--- src/rtl/core/ppc_pkg.sv ---
// ============================================================================
// ppc_pkg - protected path prefix check package
// Shared constants, the prefix table and the types passed between the top
// level and the match cells.
// ============================================================================
package ppc_pkg;

    localparam int NUM_PREFIXES   = 5;
    localparam int MAX_PREFIX_LEN = 16;
    localparam int POS_W          = 5;
    localparam int IDX_W          = 3;
    localparam logic [POS_W-1:0] POS_MAX  = 5'd31;
    localparam logic [7:0]       SEP_CHAR = 8'h2F;
    localparam logic [7:0]       NUL_CHAR = 8'h00;

    // per-beat broadcast from the top level to every cell
    typedef struct packed {
        logic             accept;
        logic             last;
        logic [POS_W-1:0] pos;
        logic [7:0]       char_in;
    } t_cell_ctl;

    // best match so far, handed down the chain of cells
    typedef struct packed {
        logic [POS_W-1:0] len;
        logic [IDX_W-1:0] idx;
    } t_best;

    function automatic logic [POS_W-1:0] prefix_len(input int idx);
        logic [POS_W-1:0] len;
        case (idx)
            0:       len = 5'd7;
            1:       len = 5'd12;
            2:       len = 5'd5;
            3:       len = 5'd14;
            4:       len = 5'd11;
            default: len = '0;
        endcase
        return len;
    endfunction

    // byte at position pos of prefix idx, zero beyond its end
    function automatic logic [7:0] prefix_char(input int idx, input logic [POS_W-1:0] pos);
        logic [8*MAX_PREFIX_LEN-1:0] str;
        int                          len;
        logic [7:0]                  ch;
        case (idx)
            0:       str = "/system";
            1:       str = "/system/keys";
            2:       str = "/boot";
            3:       str = "/data/packages";
            4:       str = "/data/users";
            default: str = '0;
        endcase
        len = int'(prefix_len(idx));
        ch  = NUL_CHAR;
        if (int'(pos) < len) begin
            ch = str[8*(len-1-int'(pos)) +: 8];
        end
        return ch;
    endfunction

endpackage

--- src/rtl/core/ppc_cell.sv ---
// ============================================================================
// ppc_cell - one prefix match cell
// Tracks one table entry against the incoming path and passes the longest
// hit so far on to the next cell.
// ============================================================================
module ppc_cell #(
    parameter int CELL_IDX = 0
) (
    input  logic              i_clk,
    input  logic              i_rst_n,
    input  ppc_pkg::t_cell_ctl i_ctl,
    input  ppc_pkg::t_best    i_best,
    output ppc_pkg::t_best    o_best
);

    localparam logic [ppc_pkg::POS_W-1:0] PrefixLen = ppc_pkg::prefix_len(CELL_IDX);
    localparam logic [ppc_pkg::IDX_W-1:0] EntryId   = ppc_pkg::IDX_W'(CELL_IDX + 1);

    logic       r_still, n_still;
    logic       r_bound, n_bound;
    logic [7:0] ref_char;
    logic       ends_here;
    logic       hit;

    always_comb begin
        ref_char  = ppc_pkg::prefix_char(CELL_IDX, i_ctl.pos);
        n_still   = r_still;
        n_bound   = r_bound;
        ends_here = 1'b0;
        if (i_ctl.pos < PrefixLen) begin
            if (i_ctl.pos >= ppc_pkg::POS_W'(ppc_pkg::MAX_PREFIX_LEN) ||
                i_ctl.char_in != ref_char) begin
                n_still = 1'b0;
            end else if (i_ctl.pos + ppc_pkg::POS_W'(1) == PrefixLen && r_still) begin
                ends_here = 1'b1;
            end
        end else if (i_ctl.pos == PrefixLen) begin
            if (r_still && (i_ctl.char_in == ppc_pkg::SEP_CHAR ||
                            i_ctl.char_in == ppc_pkg::NUL_CHAR)) begin
                n_bound = 1'b1;
            end
        end
        hit = n_bound | ends_here;
        // strictly longer wins, so the lower entry keeps a tie
        if (hit && PrefixLen > i_best.len) begin
            o_best.len = PrefixLen;
            o_best.idx = EntryId;
        end else begin
            o_best = i_best;
        end
    end

    always_ff @(posedge i_clk) begin
        if (!i_rst_n) begin
            r_still <= 1'b1;
            r_bound <= 1'b0;
        end else if (i_ctl.accept) begin
            if (i_ctl.last) begin
                r_still <= 1'b1;
                r_bound <= 1'b0;
            end else begin
                r_still <= n_still;
                r_bound <= n_bound;
            end
        end
    end

endmodule

--- src/rtl/core/protected_path_prefix_check_top.sv ---
// ============================================================================
// protected_path_prefix_check_top - protected path prefix check
// Matches a byte-serial path against the protected prefix table and returns
// the longest matching entry and the write verdict on the final byte.
// ============================================================================
// The block takes one path byte per beat, one beat per cycle back to back,
// and returns one result beat for the byte marked last in the cycle after that
// byte is accepted. The rate is set by the row of match cells: each cell owns
// one table entry, compares the incoming byte against its entry's byte at the
// current position in the same cycle, and hands the longest hit so far to
// the next cell. A result waits in the output register while the consumer
// stalls; the input stalls only while that register is full and stalled.
// The caller bits (no_process, priv_active, pid_is_zero) are sampled on the
// last byte only. i_cfg_wdata sets strict mode, in which pid zero no longer
// bypasses the protection; write it only while no path is in flight.
module protected_path_prefix_check_top (
    input  logic       i_clk,
    input  logic       i_rst_n,
    // configuration
    input  logic       i_cfg_we,
    input  logic       i_cfg_wdata,
    // path byte channel
    input  logic       i_in_valid,
    output logic       o_in_stall,
    input  logic [7:0] i_path_char,
    input  logic       i_last_char,
    input  logic       i_no_process,
    input  logic       i_priv_active,
    input  logic       i_pid_is_zero,
    // result channel
    output logic       o_out_valid,
    input  logic       i_out_stall,
    output logic       o_is_protected,
    output logic [2:0] o_matched_entry,
    output logic       o_denied
);

    localparam int NumCells = ppc_pkg::NUM_PREFIXES;

    logic                          r_strict;
    logic [ppc_pkg::POS_W-1:0]     r_pos;
    logic                          r_out_valid;
    logic                          r_is_protected;
    logic [ppc_pkg::IDX_W-1:0]     r_matched_entry;
    logic                          r_denied;

    logic                          accept;
    logic                          privileged;
    logic                          n_prot;
    ppc_pkg::t_cell_ctl            cell_ctl;
    ppc_pkg::t_best                best_chain [NumCells+1];

    // hold input while a finished result is stuck at the output
    assign o_in_stall = r_out_valid & i_out_stall;
    assign accept     = i_in_valid & ~o_in_stall;

    assign cell_ctl.accept  = accept;
    assign cell_ctl.last    = i_last_char;
    assign cell_ctl.pos     = r_pos;
    assign cell_ctl.char_in = i_path_char;

    // head of the chain: no match yet
    assign best_chain[0] = '0;

    for (genvar g = 0; g < NumCells; g++) begin : g_cell
        ppc_cell #(
            .CELL_IDX (g)
        ) u_cell (
            .i_clk   (i_clk),
            .i_rst_n (i_rst_n),
            .i_ctl   (cell_ctl),
            .i_best  (best_chain[g]),
            .o_best  (best_chain[g+1])
        );
    end

    assign n_prot     = best_chain[NumCells].idx != '0;
    assign privileged = i_no_process | i_priv_active | (~r_strict & i_pid_is_zero);

    // strict mode register
    always_ff @(posedge i_clk) begin
        if (!i_rst_n) begin
            r_strict <= 1'b0;
        end else if (i_cfg_we) begin
            r_strict <= i_cfg_wdata;
        end
    end

    // advance byte position, saturate on long paths, clear after the last byte
    always_ff @(posedge i_clk) begin
        if (!i_rst_n) begin
            r_pos <= '0;
        end else if (accept) begin
            if (i_last_char) begin
                r_pos <= '0;
            end else if (r_pos != ppc_pkg::POS_MAX) begin
                r_pos <= r_pos + ppc_pkg::POS_W'(1);
            end
        end
    end

    // result register: load on the last byte, drop once the beat is taken
    always_ff @(posedge i_clk) begin
        if (!i_rst_n) begin
            r_out_valid <= 1'b0;
        end else if (accept && i_last_char) begin
            r_out_valid <= 1'b1;
        end else if (!i_out_stall) begin
            r_out_valid <= 1'b0;
        end
    end

    always_ff @(posedge i_clk) begin
        if (accept && i_last_char) begin
            r_is_protected  <= n_prot;
            r_matched_entry <= best_chain[NumCells].idx;
            r_denied        <= n_prot & ~privileged;
        end
    end

    assign o_out_valid     = r_out_valid;
    assign o_is_protected  = r_is_protected;
    assign o_matched_entry = r_matched_entry;
    assign o_denied        = r_denied;

    // ------------------------------------------------------------------------
    // assertions
    // ------------------------------------------------------------------------
    a_denied_needs_match: assert property (@(posedge i_clk) disable iff (!i_rst_n)
        o_out_valid && o_denied |-> o_is_protected)
        else $error("denied without a protected match");

    a_entry_agrees: assert property (@(posedge i_clk) disable iff (!i_rst_n)
        o_out_valid |-> (o_is_protected == (o_matched_entry != '0)))
        else $error("is_protected disagrees with matched_entry");

    a_entry_range: assert property (@(posedge i_clk) disable iff (!i_rst_n)
        o_out_valid |-> (o_matched_entry <= ppc_pkg::IDX_W'(ppc_pkg::NUM_PREFIXES)))
        else $error("matched_entry out of range");

    a_pos_advance: assert property (@(posedge i_clk) disable iff (!i_rst_n)
        accept && !i_last_char && r_pos != ppc_pkg::POS_MAX
        |=> r_pos == $past(r_pos) + ppc_pkg::POS_W'(1))
        else $error("position did not advance");

    a_last_clears: assert property (@(posedge i_clk) disable iff (!i_rst_n)
        accept && i_last_char |=> r_pos == '0 && o_out_valid)
        else $error("last byte did not clear position or raise a result");

endmodule

--- config.mk ---
export PLATFORM = sky130hd
export DESIGN_NAME = protected_path_prefix_check_top
export DESIGN_NICKNAME = d
export VERILOG_FILES = /design/src/rtl/core/ppc_pkg.sv /design/src/rtl/core/ppc_cell.sv /design/src/rtl/core/protected_path_prefix_check_top.sv
export SDC_FILE = /design/constraint.sdc
export NUM_CORES = 1
export LEC_CHECK = 0
export BUFFER_PORTS_ARGS = -buffer_cell sky130_fd_sc_hd__buf_4
export CORE_ASPECT_RATIO = 1.4
export CORE_MARGIN = 2
export CORE_UTILIZATION = 67
export CTS_CLUSTER_DIAMETER = 60
export CTS_CLUSTER_SIZE = 25
export DETAILED_ROUTE_END_ITERATION = 16
export GPL_TIMING_DRIVEN = 0
export PLACE_DENSITY = 0.92
export SLEW_MARGIN = 20
export SYNTH_ARGS = -nofsm -noshare
export SYNTH_HDL_FRONTEND = slang
export SYNTH_SLANG_ARGS = --single-unit
--- constraint.sdc ---
create_clock -name i_clk -period 8.5 [get_ports i_clk]
set_input_delay 0.85 -clock i_clk [delete_from_list [all_inputs] [get_ports i_clk]]
set_output_delay 0.85 -clock i_clk [all_outputs]
set_load 0.005 [all_outputs]
# After elaboration in Yosys (flattened, before gate mapping)
# Index checks and enable logic that the tools add are counted.
# word_totals
mem_bits_rw	0
regBits	22
elab_cells	178
output_inout_bits	7
latchBits	0
mem_bits_ro	0
n_memories	0
# op_classes
div_mod_pow	0
magnitude_cmp	15
addsub	6
mux	64
n_bitwise	14
n_shift	5
mul	0
eq_ne	18
reduce_logical	40
# ops
operator	count
$shiftx 128x32->8 const A	5
$mux 1	52
$mux 8	5
$ne 8x8->1	5
$eq 5x4->1 const B	6
$lt 5x4->1 const B	6
$reduce_bool 2->1	11
$mux 7	3
$eq 5x3->1 const B	4
$lt 5x3->1 const B	4
$sub 4x5->6 const A	3
$logic_and 1x1->1	15
$reduce_and 3->1	5
$sub 3x5->6 const A	2
$mux 5	2
$eq 8x6->1 const B	1
$gt 4x4->1 const A	2
$logic_not 8->1	1
$or 1x1->1	7
$logic_or 1x1->1	6
$mux 6	1
$add 5x1->5 const B	1
$ge 5x5->1 const B	1
$ne 5x5->1 const B	1
other kinds (8)	13

# Depth between registers and ports, before layout
# logic_depth
word_depth	23
ltp_mapped	15

# Hierarchy
# A second synthesis with hierarchy kept.
# hier_totals
cells_unflattened	564
area_unflattened_um2	4075.2
# modules_own_cells
mod	seq_area_each_um2	cells_each	area_each_um2	n_inst
ppc_cell (g_cell[4].u_cell)	40.0	117	785.8	1
ppc_cell (g_cell[3].u_cell)	40.0	103	713.2	1
ppc_cell (g_cell[0].u_cell)	40.0	104	704.4	1
ppc_cell (g_cell[2].u_cell)	40.0	105	696.9	1
ppc_cell (g_cell[1].u_cell)	40.0	86	641.9	1
protected_path_prefix_check_top	290.3	49	533.0	1

# Worst setup path after synthesis
# Ideal clock, no wire load.
# synth_path
path_type	flip-flop to flip-flop
startpoint	reg r_pos[0] (netlist bit)
endpoint	reg r_denied (netlist: o_denied), data pin
period_less_slack_ps	3271
arrival_time_ps	3081
path_stages_with_launch	15
n_path_buf	5
t_required_ps	8310
slack_ps	5229
path_cell_list	dfxtp_1 -> buf_4 -> inv_2 -> buf_2 -> ha_1 -> buf_2 -> buf_2 -> buf_1 -> nand2_1 -> a31oi_1 -> xnor2_1 -> o211ai_1 -> a2111o_1 -> and3b_1 -> a2111oi_2
# synth_via
elab_chain_cells	23
elab_cells_between_ends	97
cone_classes	6 x add/sub; 15 x order compare; 15 x eq/ne; 5 x shift; 35 x mux; 6 x bitwise; 15 x reduce/logical
# synth_lines
element	line	rtl
from (decl)	protected_path_prefix_check_top.sv:41	logic [ppc_pkg::POS_W-1:0] r_pos;
from (signal assigned)	protected_path_prefix_check_top.sv:97	r_pos <= r_pos + ppc_pkg::POS_W'(1);
$sub 3x5->6	ppc_pkg.sv:59	ch = str[8*(len-1-int'(pos)) +: 8];
$shiftx 128x32->8	ppc_pkg.sv:59	
$mux 8	ppc_pkg.sv:58	if (int'(pos) < len) begin
$ne 8x8->1	ppc_cell.sv:32	i_ctl.char_in != ref_char) begin
$logic_or 1x1->1	ppc_cell.sv:31	if (i_ctl.pos >= ppc_pkg::POS_W'(ppc_pkg::MAX_PREFIX_LEN) ||
$mux 1	ppc_cell.sv:31	
$mux 1	ppc_cell.sv:30	if (i_ctl.pos < PrefixLen) begin
$or 1x1->1	ppc_cell.sv:43	hit = n_bound | ends_here;
(+7 left out)	--	
$gt 4x4->1	ppc_cell.sv:45	if (hit && PrefixLen > i_best.len) begin
$logic_and 1x1->1	ppc_cell.sv:45	
$mux 7	ppc_cell.sv:45	
$gt 4x4->1	ppc_cell.sv:45	
$logic_and 1x1->1	ppc_cell.sv:45	
$mux 3 *	ppc_cell.sv:45	
$reduce_bool 3->1 *	protected_path_prefix_check_top.sv:77	assign n_prot = best_chain[NumCells].idx != '0;
$and 1x1->1 *	protected_path_prefix_check_top.sv:117	r_denied <= n_prot & ~privileged;
to (signal assigned)	protected_path_prefix_check_top.sv:117	
to (decl)	protected_path_prefix_check_top.sv:45	logic r_denied;
# Mark *: on every way between the ends. The rest lies on a longest branch, timed or not.
# A chain may end at the register's enable or synchronous reset.

# Worst setup path after layout
# layout_path
startpoint	reg r_pos[1] (netlist bit)
endpoint	reg r_denied (netlist: o_denied), data pin
# The elaborated chain is that of the path after synthesis.

==> summary.md <==
| Metric | Value |
|---|---|
| Wire length on met2 | 5.28 mm |
| Final setup fails | 0 |
| Sequential-to-total area share from yosys stat | 15.1% |
| Filler cells | 388 |
| Most common cell after layout, fill and taps aside | buf_4 |
| Final period util | 50.9% |
| Switching Share | 37.2% |
| Final HPWL DP | 8.28 mm |
| Fin util | 74.6% |
| Pleak | 1.35 nW |
| CORE AREA | 4770 um^2 |
| Worst hold start | g_cell[1].u_cell.r_still |
| Dpl cell area | 3510 um^2 |
| Dpl cells | 521 |
| Max clock buf depth | 2 |
| Pre-antenna DRT Iters | 10 |
| Post-CTS Setup Bufs | 0 |
| WP buf/inv | 3 |
| First-pass GRT wire length | 18.1 mm |
| Reg2Reg Depth | 12 |
| CP delay by family, top | simple AND/OR/NAND/NOR gates |
| Max frequency | 231 MHz |
| Outcome | completed |
| Sw power | 0.000117 W |
| R2r startpoint | r_pos[1] |
| Layout cells sized above 1 | 16.1% |
| Post-synth EDFFs | 5 |
| Total grt overflow | 0 |
| Routability cong. | 1.03 |
| Area grow syn2layout | 9.60% |
| Die W | 62.8 um |
| Kind of end point of the critical path | flip-flop |
| Reg power frac | 36.6% |
| DRC Markers | 0 |
| Type of the worst min-delay path | flip-flop to flip-flop |
| RSZ-0062 raised after global routing | false |
| Worst stage delay on the critical path | 630 ps |
| Avg Cell Area, Syn | 7.50 um^2 |
| Initial antenna violation count | 0 |
| R2R setup slack | 4180 ps |
| Commonest non-fill, non-tap cells in the layout | buf_4 (31), nor2_1 (30), a21oi_1 (27) |
| Clock Latency Late Sink | 270 ps |
| Relative slew slack | 29.5% |
| Top Layer Used | met4 |
| Seq cells post-synth | 22 |
| CP max FO | 12 |
| M1 wire length | 4.17 mm |
| Root Buffer Master | clkbuf_8 |
| Post_cts resized | 0 |
| Number of diodes | 0 |
| Slew @ Worst Pin | 1030 ps |
| CP Class | flip-flop to flip-flop |
| Clock power frac | 20.8% |
| Post-Syn Area | 3250 um^2 |
| Crit path time final | 4320 ps |
| Synth warnings | 0 |
| 1st-iter DRT viols | 588 |
| Total power | 0.000314 W |
| Comb pwr share | 42.6% |
| Arrival time of the worst setup path | 4400 ps |
| Clock Skews | 8.70 ps |
| Number of global-route vias before repair | 3,645 |
| Pwr Density | 88.1 nW/um^2 |
| Fin. Hold Viols | 0 |
| Hold Path Stages | 1 |
| Largest net degree at the start of global routing | 13 |
| DRT antenna net count | 0 |
| CTS Buf Count | 3 |
| Main flop type after synthesis | dfxtp_1 |
| Reg2reg end | o_denied |
| Gr usage total | 41.9% |
| Worst Hold End | g_cell[1].u_cell.r_still |
| Non-Filler Instances | 525 |
| Initial cell density of the core | 68.1% |
| Slowest CP cell | dfxtp_1 |
| Peak VDD IR | 121 uV |
| Post-Syn Nets | 469 |
| Mean routed wirelength per cell | 21.5 um |
| CTS clk-pin slew, worst paths | 80 ps |
| Total die area | 5430 um^2 |
| Final WL | 11.3 mm |
| WP data required | 8580 ps |
| Asr flop ratio synth | 0% |
| H-tree levels | 1 |
| Setup crit start kind | flip-flop |
| CTS tree | yes |
| Final design area excluding fillers | 3560 um^2 |
| Vias | 3,851 |
| I/O pins | 25 |
| Final nets | 498 |
| Die Ht | 86.4 um |
| Row cnt | 30 |
| TNS Setup | 0 ps |
| Count of different cell masters after synthesis | 82 |
| CP cell instances | buf_2 > inv_1 > ha_1 > buf_2 > nor2b_1 > a2111oi_0 > xnor2_1 > o2111ai_1 > nor4_1 > and3_1 > nor3_1 > a2111oi_2 |
| # port buffers | 24 |
| Internal power | 0.000197 W |
| Most common cell on crit path | buf_2 |
| Met3 wire length | 1.15 mm |
| # clock sinks | 22 |
| Max-cap viol count | 0 |
| Max-slew violations | 0 |
| Vias per cell | 7.34 |
| Mapped Cells | 433 |
| Hold buffer count at CTS | 0 |
-- worst max-delay path by stage --
stage | cells past startpoint | start | endpoint | slack (ps)
after CTS | 12 | r_pos[1] | o_denied | 4300
final | 12 | r_pos[1] | o_denied | 4180
after floorplan | 14 | r_pos[0] | o_denied | 5230
after detailed placement | 12 | r_pos[1] | o_denied | 4330
after global routing | 12 | r_pos[1] | o_denied | 3880
after global placement | 12 | r_pos[1] | o_denied | 4360
-- synthesized netlist by cell type (4+ instances only) --
master	number	share of area (%)
a311oi_1	7	1.9
nor3_1	23	3.5
inv_1	12	1.4
xor2_1	6	1.6
clkbuf_1	9	1.0
o211ai_1	8	1.8
mux2i_1	5	1.5
a211oi_1	4	0.92
nand3_1	16	2.5
inv_2	4	0.46
dfxtp_1	17	10
o2111ai_1	7	1.9
ha_1	18	6.9
nand4_1	14	2.7
a31oi_1	6	1.2
nor2b_1	15	2.9
edfxtp_1	5	4.6
nor4_1	6	1.2
a21o_1	8	1.8
o21ai_0	16	2.5
buf_4	7	1.6
buf_2	17	2.6
xnor2_1	14	3.8
nand2_1	21	2.4
nor2_1	30	3.5
and2_1	9	1.7
a21oi_1	27	4.2
nand2b_1	9	1.7
and3_1	8	1.5
-- sequential cells by signal, indices dropped and copies added (netlist names) --
register / cells
g_cell.u_cell.r_still: 5
r_pos: 5
o_denied: 1
o_is_protected: 1
o_matched_entry: 3
r_strict: 1
g_cell.u_cell.r_bound: 5
o_out_valid: 1
-- worst reg2reg max path, cell delays in order, from the launching register on --
cell	delay [ps]
dfxtp_1	630
buf_2	300
inv_1	290
ha_1	470
buf_2	250
nor2b_1	70
a2111oi_0	520
xnor2_1	180
o2111ai_1	120
nor4_1	510
and3_1	330
nor3_1	110
a2111oi_2	370
-- metal layers --
metal / vias up / global-route usage (%)
met5: - / 0
met4: 0 / 28.9
met3: 82 / 6.49
met2: 313 / 70.5
met1: 1739 / 49.1
li1: 1717 / -
-- layout make-up --
class / instances / area [um^2] / share of cell area, %
multi-input combinational: 360 / 2520 / 70.7
timing repair buffer: 24 / 180 / 5.06
buffer: 35 / 186 / 5.24
clock buffer: 3 / 41.3 / 1.16
tap: 64 / 80.1 / 2.25
sequential: 22 / 490 / 13.8
inverter: 16 / 60.1 / 1.69
clock inverter: 1 / 3.75 / 0.105
-- power by group through the flow --
stage / logic [W] / clock network, W / registers (W)
after detailed placement: 0.000127 / 0 / 0.000117
after CTS: 0.000128 / 0.0000658 / 0.000114
after global placement: 0.000124 / 0 / 0.000117
after floorplan: 0.0000911 / 0 / 0.000116
final: 0.000134 / 0.0000653 / 0.000115
after global routing: 0.000142 / 0.0000684 / 0.000115
-- stage by stage --
stage          setup slack (ps)  hold WS [ps]
2_1_floorplan              5230           438
5_1_grt                    3880           526
3_5_place_dp               4330           476
3_3_place_gp               4360           451
6_report                   4180           496
4_1_cts                    4300           495
-- cells by family (layout without fill, tap and decap cells) --
logic type	Yosys count	count (layout)	synth area share, %
AOI/OAI and AO/OA	136	136	31.4
xor gates and xnor gates	22	22	6.59
adders and majority gates	18	18	6.94
buffers and inverters	51	79	7.59
DFF	22	22	15.1
muxes	7	7	2.24
and+or+nand+nor	177	177	30.1
Note: power is estimated with default switching activity, not from simulation.
